<file path="config.mk">
export PLATFORM = sky130hd
export DESIGN_NAME = text_string_to_utf8_core
export DESIGN_NICKNAME = d
export VERILOG_FILES = /design/src/tsu_pkg.sv /design/src/tsu_xcode.sv /design/src/tsu_serial.sv /design/src/text_string_to_utf8_core.sv
export VERILOG_INCLUDE_DIRS = /design/src /design/src/src
export SDC_FILE = /design/constraint.sdc
export NUM_CORES = 1
export LEC_CHECK = 0
export ABC_AREA = 1
export BUFFER_PORTS_ARGS = -buffer_cell sky130_fd_sc_hd__buf_2
export CORE_MARGIN = 3
export CORE_UTILIZATION = 40
export CTS_BUF_LIST = sky130_fd_sc_hd__clkbuf_8
export CTS_CLUSTER_DIAMETER = 200
export CTS_CLUSTER_SIZE = 40
export DETAILED_ROUTE_END_ITERATION = 8
export PLACE_DENSITY_LB_ADDON = 0.08
export SYNTH_ARGS = -nofsm -noshare
export SYNTH_HDL_FRONTEND = slang
export SYNTH_SLANG_ARGS = --single-unit
</file>
<file path="constraint.sdc">
create_clock -name i_clk -period 5.1 [get_ports i_clk]
set_input_delay 1.53 -clock i_clk [delete_from_list [all_inputs] [get_ports i_clk]]
set_output_delay 1.53 -clock i_clk [all_outputs]
set_load 0.005 [all_outputs]
</file>
<file path="src/assert_macros.svh">
// Assertion macros shared by the transcoder RTL files.
// Included by the modules that carry concurrent checks; needs no package.
`ifndef ASSERT_MACROS_SVH
`define ASSERT_MACROS_SVH

`ifndef SYNTHESIS

// Check that a property holds at every clock edge outside reset.
`define TSU_ASSERT(lbl, clk, rstn, prop, msg) \
    lbl: assert property (@(posedge clk) disable iff (!rstn) prop) else $error(msg);

// Check that a condition never occurs outside reset.
`define TSU_NEVER(lbl, clk, rstn, cond, msg) \
    lbl: assert property (@(posedge clk) disable iff (!rstn) !(cond)) else $error(msg);

`else

`define TSU_ASSERT(lbl, clk, rstn, prop, msg)
`define TSU_NEVER(lbl, clk, rstn, cond, msg)

`endif

`endif

</file>
<file path="src/tsu_pkg.sv">
// Shared types, constants and the UTF-8 encode function of the transcoder.
// No dependencies; imported by every module of the block.
package tsu_pkg;

    // Most result bytes one input byte can cause
    localparam int MaxBytes = 6;

    // Byte-order mark, first and second byte
    localparam logic [7:0] C_BOM_HI = 8'hFE;
    localparam logic [7:0] C_BOM_LO = 8'hFF;

    // Top six bits of a high (D800..DBFF) and a low (DC00..DFFF) surrogate
    localparam logic [5:0] C_HI_TAG = 6'b110110;
    localparam logic [5:0] C_LO_TAG = 6'b110111;

    // Offset of the supplementary planes
    localparam logic [20:0] C_SUPP_BASE = 21'h10000;

    // Decoding phase of the current string
    typedef enum logic [1:0] {
        PH_FIRST  = 2'd0,
        PH_SECOND = 2'd1,
        PH_WIDE   = 2'd2,
        PH_NARROW = 2'd3
    } t_phase;

    // Encoded form of one code point
    typedef struct packed {
        logic [3:0][7:0] bytes;
        logic [2:0]      len;
    } t_utf8;

    // All results of one input byte, handed from the transcoder to the serializer
    typedef struct packed {
        logic [MaxBytes-1:0][7:0] data;
        logic [2:0]               cnt;    // 1..6
        logic                     empty;  // end marker without data
        logic                     done;   // closes the string
    } t_burst;

    // Encode one code point as 1 to 4 UTF-8 bytes, first byte in slot 0
    function automatic t_utf8 utf8_enc(input logic [20:0] cp);
        t_utf8 r;
        r.bytes = '0;
        if (cp < 21'h80) begin
            r.bytes[0] = cp[7:0];
            r.len      = 3'd1;
        end else if (cp < 21'h800) begin
            r.bytes[0] = {3'b110, cp[10:6]};
            r.bytes[1] = {2'b10, cp[5:0]};
            r.len      = 3'd2;
        end else if (cp < 21'h10000) begin
            r.bytes[0] = {4'b1110, cp[15:12]};
            r.bytes[1] = {2'b10, cp[11:6]};
            r.bytes[2] = {2'b10, cp[5:0]};
            r.len      = 3'd3;
        end else begin
            r.bytes[0] = {5'b11110, cp[20:18]};
            r.bytes[1] = {2'b10, cp[17:12]};
            r.bytes[2] = {2'b10, cp[11:6]};
            r.bytes[3] = {2'b10, cp[5:0]};
            r.len      = 3'd4;
        end
        return r;
    endfunction

endpackage

</file>
<file path="src/tsu_xcode.sv">
// Input register, string state and combinational transcode of one byte.
// Depends on tsu_pkg and assert_macros.svh; feeds tsu_serial with a t_burst.
`include "assert_macros.svh"

module tsu_xcode
    import tsu_pkg::*;
(
    input  logic       i_clk,
    input  logic       i_rst_n,
    input  logic       i_valid,
    output logic       o_ready,
    input  logic [7:0] i_byte,
    input  logic       i_end,
    output logic       o_valid,
    input  logic       i_ready,
    output t_burst     o_burst
);

    // Input register
    logic       r_in_valid;
    logic [7:0] r_in_byte;
    logic       r_in_end;

    // String state
    t_phase     r_phase, n_phase;
    logic [7:0] r_held, n_held;
    logic       r_held_valid, n_held_valid;
    logic [9:0] r_pend, n_pend;
    logic       r_pend_valid, n_pend_valid;

    // Up to two code points per byte
    logic [20:0] w_cp0, w_cp1;
    logic        w_v0, w_v1;
    logic [15:0] w_unit;
    logic        w_is_hi, w_is_lo, w_unit_emit;
    t_utf8       w_e0, w_e1;
    logic [2:0]  w_len0, w_len1, w_total, w_j;
    logic        w_advance, w_has_out;

    assign w_unit  = {r_held, r_in_byte};
    assign w_is_hi = (w_unit[15:10] == C_HI_TAG);
    assign w_is_lo = (w_unit[15:10] == C_LO_TAG);
    // A fresh high surrogate is emitted at once only when the string ends here
    assign w_unit_emit = !w_is_hi || r_in_end;

    // Next phase
    always_comb begin
        n_phase = r_phase;
        if (r_in_end) begin
            n_phase = PH_FIRST;
        end else begin
            case (r_phase)
                PH_FIRST: begin
                    n_phase = PH_SECOND;
                end
                PH_SECOND: begin
                    if (r_held == C_BOM_HI && r_in_byte == C_BOM_LO) begin
                        n_phase = PH_WIDE;
                    end else begin
                        n_phase = PH_NARROW;
                    end
                end
                PH_WIDE: begin
                    n_phase = PH_WIDE;
                end
                PH_NARROW: begin
                    n_phase = PH_NARROW;
                end
                default: begin
                    n_phase = PH_FIRST;
                end
            endcase
        end
    end

    // Code points to emit and next held/pending state
    always_comb begin
        w_cp0        = '0;
        w_cp1        = '0;
        w_v0         = 1'b0;
        w_v1         = 1'b0;
        n_held       = r_held;
        n_held_valid = r_held_valid;
        n_pend       = r_pend;
        n_pend_valid = r_pend_valid;
        case (r_phase)
            PH_FIRST: begin
                if (r_in_end) begin
                    w_cp0 = {13'd0, r_in_byte};
                    w_v0  = 1'b1;
                end else begin
                    n_held       = r_in_byte;
                    n_held_valid = 1'b1;
                end
            end
            PH_SECOND: begin
                if (!(r_held == C_BOM_HI && r_in_byte == C_BOM_LO)) begin
                    w_cp0 = {13'd0, r_held};
                    w_v0  = 1'b1;
                    w_cp1 = {13'd0, r_in_byte};
                    w_v1  = 1'b1;
                end
                n_held       = '0;
                n_held_valid = 1'b0;
            end
            PH_WIDE: begin
                if (r_held_valid) begin
                    n_held       = '0;
                    n_held_valid = 1'b0;
                    if (r_pend_valid && w_is_lo) begin
                        // Join the surrogate pair
                        w_cp0        = C_SUPP_BASE + {1'b0, r_pend, w_unit[9:0]};
                        w_v0         = 1'b1;
                        n_pend       = '0;
                        n_pend_valid = 1'b0;
                    end else begin
                        if (r_pend_valid) begin
                            // Unpaired high surrogate goes out first
                            w_cp0 = {5'd0, C_HI_TAG, r_pend};
                            w_v0  = 1'b1;
                            w_cp1 = {5'd0, w_unit};
                            w_v1  = w_unit_emit;
                        end else begin
                            w_cp0 = {5'd0, w_unit};
                            w_v0  = w_unit_emit;
                        end
                        n_pend       = w_is_hi ? w_unit[9:0] : 10'd0;
                        n_pend_valid = w_is_hi;
                    end
                end else begin
                    n_held       = r_in_byte;
                    n_held_valid = 1'b1;
                    // Flush a waiting high surrogate at string end
                    if (r_in_end && r_pend_valid) begin
                        w_cp0 = {5'd0, C_HI_TAG, r_pend};
                        w_v0  = 1'b1;
                    end
                end
            end
            PH_NARROW: begin
                w_cp0 = {13'd0, r_in_byte};
                w_v0  = 1'b1;
            end
            default: begin
                w_v0 = 1'b0;
            end
        endcase
        // String end drops an odd byte and clears everything
        if (r_in_end) begin
            n_held       = '0;
            n_held_valid = 1'b0;
            n_pend       = '0;
            n_pend_valid = 1'b0;
        end
    end

    // Encode both code points and pack them back to back
    always_comb begin
        w_e0    = utf8_enc(w_cp0);
        w_e1    = utf8_enc(w_cp1);
        w_len0  = w_v0 ? w_e0.len : 3'd0;
        w_len1  = w_v1 ? w_e1.len : 3'd0;
        w_total = w_len0 + w_len1;
        w_j     = '0;
        o_burst = '0;
        for (int i = 0; i < MaxBytes; i++) begin
            w_j = 3'(i) - w_len0;
            if (3'(i) < w_len0) begin
                o_burst.data[i] = w_e0.bytes[i[1:0]];
            end else if (w_j < w_len1) begin
                o_burst.data[i] = w_e1.bytes[w_j[1:0]];
            end
        end
        if (w_total == 3'd0) begin
            o_burst.cnt   = 3'd1;
            o_burst.empty = 1'b1;
        end else begin
            o_burst.cnt   = (w_total > 3'(MaxBytes)) ? 3'(MaxBytes) : w_total;
            o_burst.empty = 1'b0;
        end
        o_burst.done = r_in_end;
    end

    // Items without results retire without waiting for the serializer
    assign w_has_out = (w_len0 != 3'd0) || (w_len1 != 3'd0) || r_in_end;
    assign o_valid   = r_in_valid && w_has_out;
    assign w_advance = r_in_valid && (!w_has_out || i_ready);
    assign o_ready   = !r_in_valid || w_advance;

    // Input register: load on every accepted transfer
    always_ff @(posedge i_clk) begin
        if (!i_rst_n) begin
            r_in_valid <= 1'b0;
        end else if (o_ready) begin
            r_in_valid <= i_valid;
        end
    end

    always_ff @(posedge i_clk) begin
        if (o_ready && i_valid) begin
            r_in_byte <= i_byte;
            r_in_end  <= i_end;
        end
    end

    // State registers: advance once per retired item
    always_ff @(posedge i_clk) begin
        if (!i_rst_n) begin
            r_phase      <= PH_FIRST;
            r_held       <= '0;
            r_held_valid <= 1'b0;
            r_pend       <= '0;
            r_pend_valid <= 1'b0;
        end else if (w_advance) begin
            r_phase      <= n_phase;
            r_held       <= n_held;
            r_held_valid <= n_held_valid;
            r_pend       <= n_pend;
            r_pend_valid <= n_pend_valid;
        end
    end

    `TSU_ASSERT(a_held_phase, i_clk, i_rst_n,
        r_held_valid |-> (r_phase == PH_SECOND || r_phase == PH_WIDE), "held byte outside phase")
    `TSU_ASSERT(a_pend_phase, i_clk, i_rst_n,
        r_pend_valid |-> (r_phase == PH_WIDE), "pending surrogate outside UTF-16 phase")
    `TSU_ASSERT(a_end_clears, i_clk, i_rst_n,
        (w_advance && r_in_end) |=> (r_phase == PH_FIRST && !r_pend_valid), "state kept over end")

endmodule

</file>
<file path="src/tsu_serial.sv">
// Result buffer sending each burst a byte per cycle unless stalled.
// Depends on tsu_pkg and assert_macros.svh; fed by tsu_xcode.
`include "assert_macros.svh"

module tsu_serial
    import tsu_pkg::*;
(
    input  logic       i_clk,
    input  logic       i_rst_n,
    input  logic       i_valid,
    output logic       o_ready,
    input  t_burst     i_burst,
    output logic       o_valid,
    input  logic       i_ready,
    output logic [7:0] o_data,   // out_byte
    output logic [1:0] o_user,   // [0] byte_valid, [1] run_last
    output logic       o_last    // string_done
);

    logic                     r_busy;
    logic [MaxBytes-1:0][7:0] r_data;
    logic [2:0]               r_cnt;
    logic [2:0]               r_idx;
    logic                     r_empty;
    logic                     r_done;
    logic                     w_tail, w_load;

    assign w_tail  = (r_idx == r_cnt - 3'd1);
    assign o_ready = !r_busy || (i_ready && w_tail);
    assign w_load  = i_valid && o_ready;

    // Drive the current byte
    assign o_valid = r_busy;
    assign o_data  = r_empty ? 8'd0 : r_data[r_idx];
    assign o_user  = {w_tail, !r_empty};
    assign o_last  = r_done && w_tail;

    // Load a new burst or advance through the current one
    always_ff @(posedge i_clk) begin
        if (!i_rst_n) begin
            r_busy <= 1'b0;
            r_idx  <= '0;
        end else if (w_load) begin
            r_busy <= 1'b1;
            r_idx  <= '0;
        end else if (r_busy && i_ready) begin
            if (w_tail) begin
                r_busy <= 1'b0;
                r_idx  <= '0;
            end else begin
                r_idx <= r_idx + 3'd1;
            end
        end
    end

    always_ff @(posedge i_clk) begin
        if (w_load) begin
            r_data  <= i_burst.data;
            r_cnt   <= i_burst.cnt;
            r_empty <= i_burst.empty;
            r_done  <= i_burst.done;
        end
    end

    `TSU_ASSERT(a_idx_range, i_clk, i_rst_n,
        r_busy |-> (r_idx < r_cnt), "byte index past burst")
    `TSU_ASSERT(a_empty_single, i_clk, i_rst_n,
        (r_busy && r_empty) |-> (r_cnt == 3'd1), "end marker with data bytes")
    `TSU_ASSERT(a_drain, i_clk, i_rst_n,
        (r_busy && i_ready && w_tail && !i_valid) |=> !r_busy, "buffer not released")

endmodule

</file>
<file path="src/text_string_to_utf8_core.sv">
// Top level of the text string to UTF-8 transcoder.
// Depends on tsu_pkg, tsu_xcode and tsu_serial.
//
// Takes one byte of a text string per transfer (tlast on the final byte) and
// sends UTF-8 bytes. A string that opens with FE FF is read as big-endian
// UTF-16 with surrogate pairing; unpaired surrogates go out as three bytes and
// an odd trailing byte is dropped. Otherwise each byte is a code point 0..255.
// A string whose end yields no byte closes with one marker transfer that has
// byte_valid low. An input byte passes an input register and a combinational
// transcode into a result buffer. While the receiver is ready, the buffer sends
// one byte per cycle and a new byte can be taken every cycle as long as none
// causes more than one result; one that causes none retires without waiting.
// A byte with N results (up to 6) holds the output until all N are sent.
module text_string_to_utf8_core
    import tsu_pkg::*;
(
    input  logic       i_clk,
    input  logic       i_rst_n,
    input  logic       i_s_axis_tvalid,
    output logic       o_s_axis_tready,
    input  logic [7:0] i_s_axis_tdata,   // [7:0] in_byte
    input  logic       i_s_axis_tlast,   // string_end
    output logic       o_m_axis_tvalid,
    input  logic       i_m_axis_tready,
    output logic [7:0] o_m_axis_tdata,   // [7:0] out_byte
    output logic [1:0] o_m_axis_tuser,   // [0] byte_valid, [1] run_last
    output logic       o_m_axis_tlast    // string_done
);

    logic   w_burst_valid;
    logic   w_burst_ready;
    t_burst w_burst;

    // Transcode one byte per transfer
    tsu_xcode u_xcode (
        .i_clk   (i_clk),
        .i_rst_n (i_rst_n),
        .i_valid (i_s_axis_tvalid),
        .o_ready (o_s_axis_tready),
        .i_byte  (i_s_axis_tdata),
        .i_end   (i_s_axis_tlast),
        .o_valid (w_burst_valid),
        .i_ready (w_burst_ready),
        .o_burst (w_burst)
    );

    // Send results a byte at a time
    tsu_serial u_serial (
        .i_clk   (i_clk),
        .i_rst_n (i_rst_n),
        .i_valid (w_burst_valid),
        .o_ready (w_burst_ready),
        .i_burst (w_burst),
        .o_valid (o_m_axis_tvalid),
        .i_ready (i_m_axis_tready),
        .o_data  (o_m_axis_tdata),
        .o_user  (o_m_axis_tuser),
        .o_last  (o_m_axis_tlast)
    );

endmodule

</file>
# Yosys cells after proc, flatten, opt, wreduce, memory -nomap -nowiden
# Cells that the tools add are included.
[op_classes]
n_addsub = 10
n_lt_le_gt_ge = 26
eq_ne = 8
n_mux = 88
n_bitwise = 1
n_reduce_logical = 34
[op_table]
columns = ["op", "n"]
rows = [
  ["$mux 8", 27],
  ["$bmux 8 s2", 6],
  ["$mux 21", 4],
  ["$pmux 21 s4", 1],
  ["$mux 16", 5],
  ["$mux 10", 5],
  ["$mux 25", 2],
  ["$mux 24", 2],
  ["$lt 21x12->1 const B", 2],
  ["$lt 21x17->1 const B", 2],
  ["$lt 21x8->1 const B", 2],
  ["$pmux 21 s2", 1],
  ["$mux 19", 2],
  ["$bmux 8 s3", 1],
  ["$pmux 8 s3", 1],
  ["$mux 11", 2],
  ["$add 17x20->21 const A", 1],
  ["$mux 1", 20],
  ["$lt 2x3->1 const B", 6],
  ["$lt 3x3->1", 6],
  ["$eq 8x8->1 const B", 2],
  ["$eq 6x6->1 const B", 2],
  ["$mux 3", 4],
  ["$logic_and 1x1->1", 10],
  ["other kinds (30)", 51],
]
[totals]
regBits = 89
out_inout_bits = 13

# Logic depth before layout (Yosys ltp)
# Gate-level depths: netlist of the first run.
[logic_depth]
word_depth = 18
ltp_mapped = 28
mapped_depth_nobuf = 24

# Modules after synthesis
# From an unflattened synthesis of the first run, not the netlist that was laid out.
[unflattened]
cells_unflattened = 967
area_unflattened_um2 = 6707.7
[by_module_without_submodules]
columns = ["mod", "instances", "cells_per_inst", "area_each_um2", "seq_area_each_um2"]
rows = [
  ["tsu_xcode", 1, 778, 4345.4, 730.7],
  ["tsu_serial", 1, 189, 2362.3, 1671.6],
]

# Least setup slack after synthesis of the first run
# OpenSTA, ideal clock, no wires.
[synth_timing]
path_kind = "flip-flop to flip-flop"
from = "register u_xcode.r_phase[0]"
to = "register u_serial.r_cnt[0] (enable)"
arrival_ps = 4886
required_time_ps = 4636
setup_slack_ps = -249
stages_incl_launch_ff = 23
path_buffers = 3
synth_period_minus_slack_ps = 5349
path_cell_list = "dfxtp_1 -> inv_1 -> ha_1 -> buf_2 -> nand2_2 -> nor2_1 -> inv_1 -> nor2_2 -> o21ai_0 -> nand2_1 -> nor2_2 -> nand2_2 -> nor2_4 -> nand3_4 -> nand2_4 -> nand2_4 -> buf_6 -> buf_6 -> ha_1 -> ha_1 -> nand3_1 -> nand2_1 -> nor2_1"
[synth_between]
elab_chain_cells = 12
elab_cells_between_ends = 28
classes_between = "6 x order compare; 3 x eq/ne; 12 x mux; 7 x reduce/logical"
[synth_lines]
columns = ["item", "line", "source"]
rows = [
  ["start: declaration", "tsu_xcode.sv:25", "t_phase r_phase, n_phase;"],
  ["start signal: assignment", "tsu_xcode.sv:215", "r_phase <= n_phase;"],
  ["$eq 2x2->1 (tied with other cells)", "tsu_xcode.sv:86", "case (r_phase)"],
  ["$pmux 21 s4 or $pmux 21 s2 (tied branches)", "tsu_xcode.sv:86", ""],
  ["$lt 21x17->1", "tsu_pkg.sv:52", "end else if (cp < 21'h10000) begin"],
  ["$mux 25", "tsu_pkg.sv:52", ""],
  ["$mux 19", "tsu_pkg.sv:48", "end else if (cp < 21'h800) begin"],
  ["$mux 11", "tsu_pkg.sv:45", "if (cp < 21'h80) begin"],
  ["$mux 3, on equally long branches", "tsu_xcode.sv:161, tsu_xcode.sv:162", ""],
  ["$reduce_bool 3->1", "tsu_xcode.sv:185", "assign w_has_out = (w_len0 != 3'd0) || (w_len1 != 3'd0) || r_in_end;"],
  ["$logic_or 1x1->1 (*) (2 in series)", "tsu_xcode.sv:185", ""],
  ["$logic_and 1x1->1 (*)", "tsu_xcode.sv:186", "assign o_valid = r_in_valid && w_has_out;"],
  ["$logic_and 1x1->1 (*)", "tsu_serial.sv:30", "assign w_load = i_valid && o_ready;"],
  ["net u_serial.w_load", "tsu_serial.sv:26", "logic w_tail, w_load;"],
  ["end signal: assignment", "tsu_serial.sv:59", "r_cnt <= i_burst.cnt;"],
  ["end: declaration", "tsu_serial.sv:22", "logic [2:0] r_cnt;"],
]
# The timed path passes the listed nets; every way through them passes the cells marked *.
# A chain may end at the register's enable or synchronous reset.

# Final worst setup path of the first run
[layout_timing]
from = "register u_xcode.r_phase[0]"
to = "output o_s_axis_tready"
[layout_between]
elab_chain_cells = 14
elab_cells_between_ends = 30
classes_between = "6 x order compare; 3 x eq/ne; 12 x mux; 9 x reduce/logical"
[layout_lines]
columns = ["item", "line", "source"]
rows = [
  ["$eq 2x2->1 (tied with other cells)", "tsu_xcode.sv:86", ""],
  ["$pmux 21 s4 or $pmux 21 s2 (tied branches)", "tsu_xcode.sv:86", ""],
  ["$lt 21x17->1", "tsu_pkg.sv:52", ""],
  ["$mux 25", "tsu_pkg.sv:52", ""],
  ["$mux 19", "tsu_pkg.sv:48", ""],
  ["$mux 11", "tsu_pkg.sv:45", ""],
  ["$mux 3, on equally long branches", "tsu_xcode.sv:161, tsu_xcode.sv:162", ""],
  ["$reduce_bool 3->1", "tsu_xcode.sv:185", ""],
  ["$logic_or 1x1->1 (*) (2 in series)", "tsu_xcode.sv:185", ""],
  ["$logic_not 1->1 (*)", "tsu_xcode.sv:187", "assign w_advance = r_in_valid && (!w_has_out || i_ready);"],
  ["$logic_or 1x1->1 (*)", "tsu_xcode.sv:187", ""],
  ["$logic_and 1x1->1 (*)", "tsu_xcode.sv:187", ""],
  ["$logic_or 1x1->1 (*)", "tsu_xcode.sv:188", "assign o_ready = !r_in_valid || w_advance;"],
  ["end: declaration", "text_string_to_utf8_core.sv:20", "output logic o_s_axis_tready,"],
]
# Mark *: on every way between the ends. The rest lies on a longest branch, timed or not.

==> results of run 1 <==
## worst min-delay path, delay by kind of cell, from the launching register on
| kind | cells | cell delay (ps) |
|---|---|---|
| flops | 1 | 330 |
| simple gates | 1 | 60 |
| compound gates | 1 | 50 |
## state kept, by name (all words and copies together) (netlist names)
| name | count |
|---|---|
| u_xcode.r_in_end | 1 |
| u_xcode.r_held | 8 |
| u_xcode.r_phase | 2 |
| u_xcode.r_pend_valid | 1 |
| u_serial.o_valid | 1 |
| u_xcode.r_held_valid | 1 |
| u_xcode.r_in_valid | 1 |
| u_xcode.r_pend | 10 |
| u_serial.r_data | 48 |
| u_serial.r_done | 1 |
| u_serial.r_idx | 3 |
| u_serial.r_cnt | 3 |
| u_xcode.r_in_byte | 8 |
| u_serial.r_empty | 1 |
## repair_timing
item                       4_1_cts  5_1_grt
setup endpoints to repair        0        1
buffers inserted                 0        3
hold buffers                     0        0
resized for setup                0        1
## power groups by stage
| stage | Combinational, mW | Sequential [mW] | Clock [mW] |
|---|---|---|---|
| global placement | 0.611 | 0.887 | 0 |
| floorplan | 0.434 | 0.878 | 0 |
| detailed placement | 0.607 | 0.888 | 0 |
| finish | 0.630 | 0.871 | 0.551 |
| CTS | 0.609 | 0.871 | 0.564 |
| global route | 0.694 | 0.877 | 0.592 |
## through the flow
stage / worst slack (ps) / std cells / utilization [%]
after floorplan: 633.2 / 955 / -
after global placement: 658.3 / 1170 / 43.35
after detailed placement: 566.7 / 1170 / 43.35
after CTS: 125.4 / 1186 / 44.69
after global routing: 35.44 / 1189 / 44.84
final: 322.2 / 1189 / 44.84
## synth_stat cells, types with 8 or more instances
| cell | count |
|---|---|
| buf_2 | 11 |
| nand2_2 | 9 |
| a21oi_1 | 70 |
| o21a_1 | 8 |
| nor2_1 | 64 |
| nand3_1 | 84 |
| a211oi_1 | 10 |
| nand2_1 | 286 |
| ha_1 | 21 |
| o32ai_1 | 8 |
| edfxtp_1 | 62 |
| o22ai_1 | 8 |
| dfxtp_1 | 27 |
| o211ai_1 | 18 |
| o21ai_0 | 61 |
| clkbuf_1 | 23 |
| inv_1 | 100 |
| nor3_1 | 10 |
| nand4_1 | 11 |
## layout by cell type (no fill, tap or decap), drive strengths merged
master	synthesis	routed
edfxtp	62	62
a21oi	72	72
dfxtp	27	27
inv	106	109
nor3	10	10
nand3b	2	2
nor4	1	1
o2111ai	1	1
o221ai	2	2
xnor2	2	2
a211oi	10	10
nand3	87	87
o21ai	67	67
o22ai	9	9
bufinv	0	2
a22oi	4	4
fa	1	1
or2	2	2
a221oi	1	1
a31oi	1	1
ha	21	21
o31ai	1	1
o32ai	8	8
nor2	74	74
o211ai	19	19
xor2	3	3
clkinv	3	5
buf	19	44
o21a	8	8
nand2	297	297
nand4	11	11
a21boi	1	1
clkbuf	23	9
## logic make-up after synthesis
family | share of synthesized area, %
buffers and inverters | 9.214
flip-flops | 36.03
XOR/XNOR | 0.6569
AND/OR/NAND/NOR | 31.68
AO/OA/AOI/OAI | 18.18
adder cells (fa/ha/maj) | 4.241
## final cells by class
cell class | count | area [µm²] | area share [%]
Multi-Input combinational cell | 715 | 3661 | 50.66
Sequential cell | 89 | 2402 | 33.24
Inverter | 109 | 409.1 | 5.661
Tap cell | 216 | 270.3 | 3.740
Timing Repair Buffer | 44 | 267.8 | 3.705
Clock buffer | 9 | 123.9 | 1.714
Clock inverter | 7 | 92.59 | 1.281
## layer usage
| metal | wire [µm] | part of all wire [%] | global-route usage [%] |
|---|---|---|---|
| met1 | 9955 | 46 | 32.55 |
| met2 | 9920 | 46 | 39.13 |
| met3 | 1118 | 5.2 | 4.061 |
| met4 | 561 | 2.6 | 8.231 |
| met5 | 0 | 0 | 0 |
## worst paths after layout
| kind | end | slack [ps] | startpoint | depth (start not counted) |
|---|---|---|---|---|
| max | o_s_axis_tready | 320 | u_xcode.r_phase[0] | 18 |
| min | u_xcode.r_pend[9] | 490 | u_xcode.r_pend[9] | 2 |
| max reg2reg | u_serial.r_data[17] | 810 | u_xcode.r_phase[0] | 22 |
| min reg2reg | u_xcode.r_pend[9] | 490 | u_xcode.r_pend[9] | 2 |
==> reports/summary.txt, run 1 <==
status -> finished, final reports clean
WP data arrival -> 3250 ps
share of post-route cells with drive strength above 1 -> 10.17%
Yosys cell types -> 48
synthesized net count -> 990
drc violations -> 0
Hold Worst Slack -> 488.4 ps
die area -> 18250 µm²
Final #Nets -> 1003
worst endpoint required time -> 3570 ps
total core area -> 16120 µm²
Critical Path, Cell by Cell -> inv_1 > ha_2 > nand2_2 > nor2_1 > inv_1 > nor2_2 > o21ai_0 > nand2_1 > nor2_2 > nand2_2 > o21ai_2 > nand2_4 > nand2_4 > ha_1 > ha_1 > nand3_1 > nand3_1 > buf_2
Routed WL -> 21560 µm
Area Growth Syn to Fin -> 8.388%
Pwr Density -> 284.0 nW/µm²
Fin Setup TNS -> 0 ps
Total Routing Usage GR -> 24.06%
Synth async-reset ratio -> 0%
CTS tree -> done
FF+latch count, synth -> 89
worst clock skew -> 17.84 ps
switching share of power -> 36.98%
Routed Antenna Nets -> 0
Synth Instances -> 955
Worst Path Buf+Inv -> 3
initial drt markers -> 579
maximum operating frequency -> 209.3 MHz
number of diodes -> 0
worst min-delay path class -> reg2reg
Tightest Pin Transition -> 829.7 ps
drt via density -> 5.465
unrepaired setup endpoints after global routing -> no
first-pass GRT wire length -> 34110 µm
Post-synth EDFFs -> 62
shortest period the worst path allows -> 4778 ps
sequential power share -> 42.5%
top post-synthesis cells by area -> edfxtp_1 28%, nand2_1 16%, dfxtp_1 8.1%
Max Cap Viol -> 0
max-slew violation count -> 0
Die H -> 135.1 µm
IO Pins -> 26
ys flop type -> edfxtp_1
dpl hpwl -> 16390 µm
crit share post-route -> 93.68%
Root Driver -> clkbuf_8
Slowest-stage cell, CP -> dfxtp_1
Fin. Hold Viols -> 0
critical path type -> reg2out
clock latency on the worst-skew pair -> 390 ps
Layout fillers -> 1676
row cnt -> 46
Placer Congestion -> 0.9771
Int Pwr -> 1.293 mW
CP endpoint kind -> output port
clk slew on worst S/H paths -> 90 ps
mean post-synth cell area -> 6.982 µm²
Overall Power -> 2.052 mW
combinational fraction of design power -> 30.7%
chip width -> 135.1 µm
Setup crit start kind -> flip-flop
H-tree levels -> 3
slowest stage delay, CP -> 340 ps
Final Cell Area -> 7227 µm²
total grt overflow -> 0
area leader, netlist -> edfxtp_1
Post-DP Area -> 6985 µm²
largest net degree at the start of global routing -> 54
Port Buffers -> 25
TritonRoute pass-1 iters -> 6
synthesized area -> 6668 µm²
DR vias -> 6498
Leak -> 3.145 nW
clock share of power -> 26.9%
maximum vdd drop -> 132.5 µV
Max-slew headroom -> 44.61%
synth warn -> 0
Synth top area share -> 27.92%
CP Max Fanout -> 10
antenna violations before repair -> 0
Seq/Total Area, Yosys -> 36.03%
TritonCTS Buffers -> 9
delay-heaviest family, CP -> simple AND/OR/NAND/NOR gates
setup violators final -> 0
Max Root-Sink Buffers -> 2
vias in the first global route -> 6137
sw power -> 0.7590 mW
Starting Density -> 41.37%
CTS sink cnt -> 89
detailed-route wire length per cell -> 18.13 µm
Power figures use the tool's default switching activity.
==> run 2: changes to the inputs <==
--- a/config.mk
+++ b/config.mk
@@ -6,8 +6,9 @@
 export SDC_FILE = /design/constraint.sdc
 export NUM_CORES = 1
 export LEC_CHECK = 0
-export ABC_AREA = 1
+export ABC_AREA = 0
 export BUFFER_PORTS_ARGS = -buffer_cell sky130_fd_sc_hd__buf_2
+export CORE_ASPECT_RATIO = 0.6
 export CORE_MARGIN = 3
 export CORE_UTILIZATION = 40
 export CTS_BUF_LIST = sky130_fd_sc_hd__clkbuf_8
==> reports/summary.txt, run 2 <==
Starting Density -> 41.34% (was 41.37%)
worst min-delay path class -> reg2reg (unchanged)
CP startpoint -> u_xcode.r_held[2] (was u_xcode.r_phase[0])
chip width -> 169.7 µm (was 135.1 µm)
Synth top area share -> 28.97% (was 27.92%)
Final #Nets -> 813 (was 1003)
clk slew on worst S/H paths -> 110 ps (was 90 ps)
top-count cell post-synth -> nand2_1 (unchanged)
drt via density -> 6.455 (was 5.465)
clock share of power -> 31.9% (was 26.9%)
Post-synth EDFFs -> 62 (unchanged)
max-slew violation count -> 0 (unchanged)
setup violators final -> 0 (unchanged)
row cnt -> 35 (was 46)
share of post-route cells with drive strength above 1 -> 21.84% (was 10.17%)
switching share of power -> 31.33% (was 36.98%)
die area -> 17680 µm² (was 18250 µm²)
largest net degree at the start of global routing -> 55 (was 54)
Total Routing Usage GR -> 29.30% (was 24.06%)
Int Pwr -> 1.170 mW (was 1.293 mW)
first-pass GRT wire length -> 38680 µm (was 34110 µm)
combinational fraction of design power -> 19.7% (was 30.7%)
Layout fillers -> 1473 (was 1676)
Max Root-Sink Buffers -> 2 (unchanged)
CTS tree -> done (unchanged)
Area Growth Syn to Fin -> 15.92% (was 8.388%)
Final Cell Area -> 7451 µm² (was 7227 µm²)
Seq/Total Area, Yosys -> 37.38% (was 36.03%)
maximum operating frequency -> 199.6 MHz (was 209.3 MHz)
antenna violations before repair -> 1 (was 0)
Inst Count DP -> 962 (was 1170)
Leak -> 2.656 nW (was 3.145 nW)
Routed WL -> 25800 µm (was 21560 µm)
drc violations -> 0 (unchanged)
commonest non-fill, non-tap cell in the layout -> nand2_1 (unchanged)
Root Driver -> clkbuf_8 (unchanged)
detailed-route wire length per cell -> 26.14 µm (was 18.13 µm)
Top Registers -> u_serial.r_data: 48 flops, u_xcode.r_pend: 10 flops (unchanged)
FF+latch count, synth -> 89 (unchanged)
vias in the first global route -> 5951 (was 6137)
total grt overflow -> 0 (unchanged)
Fin. Hold Viols -> 0 (unchanged)
most frequent cells in the layout -> 92 x nand2_1, 64 x buf_4, 62 x edfxtp_1, 54 x nor2_1, 49 x a21oi_1 (was 286 x nand2_1, 101 x inv_1, 84 x nand3_1, 70 x a21oi_1, 63 x nor2_1)
sw power -> 0.5341 mW (was 0.7590 mW)
Synth Instances -> 723 (was 955)
maximum vdd drop -> 128.3 µV (was 132.5 µV)
Routed Antenna Nets -> 0 (unchanged)
Pwr Density -> 228.8 nW/µm² (was 284.0 nW/µm²)
Port Buffers -> 25 (unchanged)
Max-slew headroom -> 40.15% (was 44.61%)
critical path type -> reg2out (unchanged)
Post-DP Area -> 7041 µm² (was 6985 µm²)
final core utilization -> 47.93% (was 44.84%)
max FFs per register -> 48 (unchanged)
CP endpoint kind -> output port (unchanged)
H-tree levels -> 3 (unchanged)
Largest Register -> u_serial.r_data (unchanged)
area leader, netlist -> edfxtp_1 (unchanged)
shortest period the worst path allows -> 5009 ps (was 4778 ps)
CP Max Fanout -> 5 (was 10)
CTS sink cnt -> 89 (unchanged)
synth warn -> 0 (unchanged)
clock latency on the worst-skew pair -> 380 ps (was 390 ps)
status -> finished, final reports clean (unchanged)
Die H -> 104.2 µm (was 135.1 µm)
crit share post-route -> 98.22% (was 93.68%)
Max Cap Viol -> 0 (unchanged)
most frequent cells after synthesis -> 92 x nand2_1, 62 x edfxtp_1, 54 x nor2_1, 49 x a21oi_1, 34 x clkbuf_1 (was 286 x nand2_1, 100 x inv_1, 84 x nand3_1, 70 x a21oi_1, 64 x nor2_1)
IO Pins -> 26 (unchanged)
ys flop type -> edfxtp_1 (unchanged)
WP data arrival -> 3480 ps (was 3250 ps)
worst r2r src -> u_xcode.r_phase[1] (was u_xcode.r_phase[0])
initial drt markers -> 944 (was 579)
worst clock skew -> 20.36 ps (was 17.84 ps)
worst endpoint required time -> 3570 ps (about the same)
synthesized net count -> 758 (was 990)
sequential power share -> 48.4% (was 42.5%)
mean post-synth cell area -> 8.890 µm² (was 6.982 µm²)
Setup crit start kind -> flip-flop (unchanged)
Tightest Pin Transition -> 894.4 ps (was 829.7 ps)
Placer Congestion -> 1.037 (was 0.9771)
final cell count without fillers -> 987 (was 1189)
TritonCTS Buffers -> 9 (unchanged)
Hold Worst Slack -> 477.9 ps (was 488.4 ps)
Synth async-reset ratio -> 0% (unchanged)
dpl hpwl -> 20350 µm (was 16390 µm)
TritonRoute pass-1 iters -> 6 (unchanged)
total core area -> 15550 µm² (was 16120 µm²)
Fin Setup TNS -> 0 ps (unchanged)
top post-synthesis cells by area -> edfxtp_1 29%, dfxtp_1 8.4%, nand2_1 5.4% (was edfxtp_1 28%, nand2_1 16%, dfxtp_1 8.1%)
synthesized area -> 6427 µm² (was 6668 µm²)
hold path startpoint -> u_xcode.r_pend[0] (was u_xcode.r_pend[9])
DR vias -> 6371 (was 6498)
Yosys cell types -> 82 (was 48)
## run 2: power by group through the flow
stage               sequential, mW  clock (mW)  combinational, mW
CTS                          0.826       0.557              0.315
finish                       0.824       0.544              0.336
detailed placement           0.843           0              0.310
global route                 0.829       0.584              0.359
global placement             0.841           0              0.312
floorplan                    0.836           0              0.190
## run 2: what timing repair did
item,in CTS,in global routing
setup buffers,1,7
hold buffers,0,0
endpoints found under the setup margin,1,1
resized for setup,18,24
pin swaps,4,7
## run 2: worst paths after layout
check	end	slack, ps	cells after the start
worst max-delay path	o_s_axis_tready	90	14
worst min-delay path	u_xcode.r_pend[0]	480	2
worst max register to register	u_serial.r_data[45]	340	14
worst min register to register	u_xcode.r_pend[0]	480	2
## run 2: worst max-delay path, stage by stage (launching register included)
cell and delay, ps:
dfxtp_4 370, buf_4 150, and3b_2 240, a21oi_4 300, mux2i_2 140, or3_4 430, o31ai_4 310, nand2_4 80
ha_2 200, ha_1 190, nand2b_1 60, a21oi_1 50, nand2b_4 150, or2_2 290, buf_2 130
## run 2: per-stage QoR
stage / power [mW] / setup slack, ps
floorplan: 1.026 / 266.9
global placement: 1.153 / 178.2
detailed placement: 1.152 / 114.6
CTS: 1.698 / 22.94
global route: 1.771 / -10.54
finish: 1.704 / 90.89
## run 2: final cells by class
class	count	area, µm²	area share, %
diodes	1	2.502	0.03359
clock buffers	10	137.6	1.847
clock inverters	6	71.32	0.9572
inverters	26	102.6	1.377
multi-input cells	563	3852	51.70
flip-flops and latches	89	2425	32.54
well taps	203	254.0	3.409
repair buffers	89	605.6	8.128
## run 2: metal layers
metal | share of wire (%) | GRT usage, % | vias to the layer above
met5 | 0 | 0 | -
met4 | 1.1 | 5.484 | 0
met3 | 14 | 11.58 | 29
met2 | 36 | 35.36 | 406
met1 | 49 | 47.45 | 3100
li1 | - | - | 2836
## run 2: cells by family (layout without fill, tap and decap cells)
family | Yosys count | count (layout) | share of synthesized area, %
muxes | 29 | 29 | 6.288
and+or+nand+nor | 282 | 282 | 21.86
DFF | 89 | 89 | 37.38
xor gates and xnor gates | 8 | 8 | 1.090
adders and majority gates | 22 | 22 | 4.399
buffers and inverters | 71 | 131 | 4.614
AOI/OAI and AO/OA | 222 | 222 | 24.37
other | 0 | 1 | 0
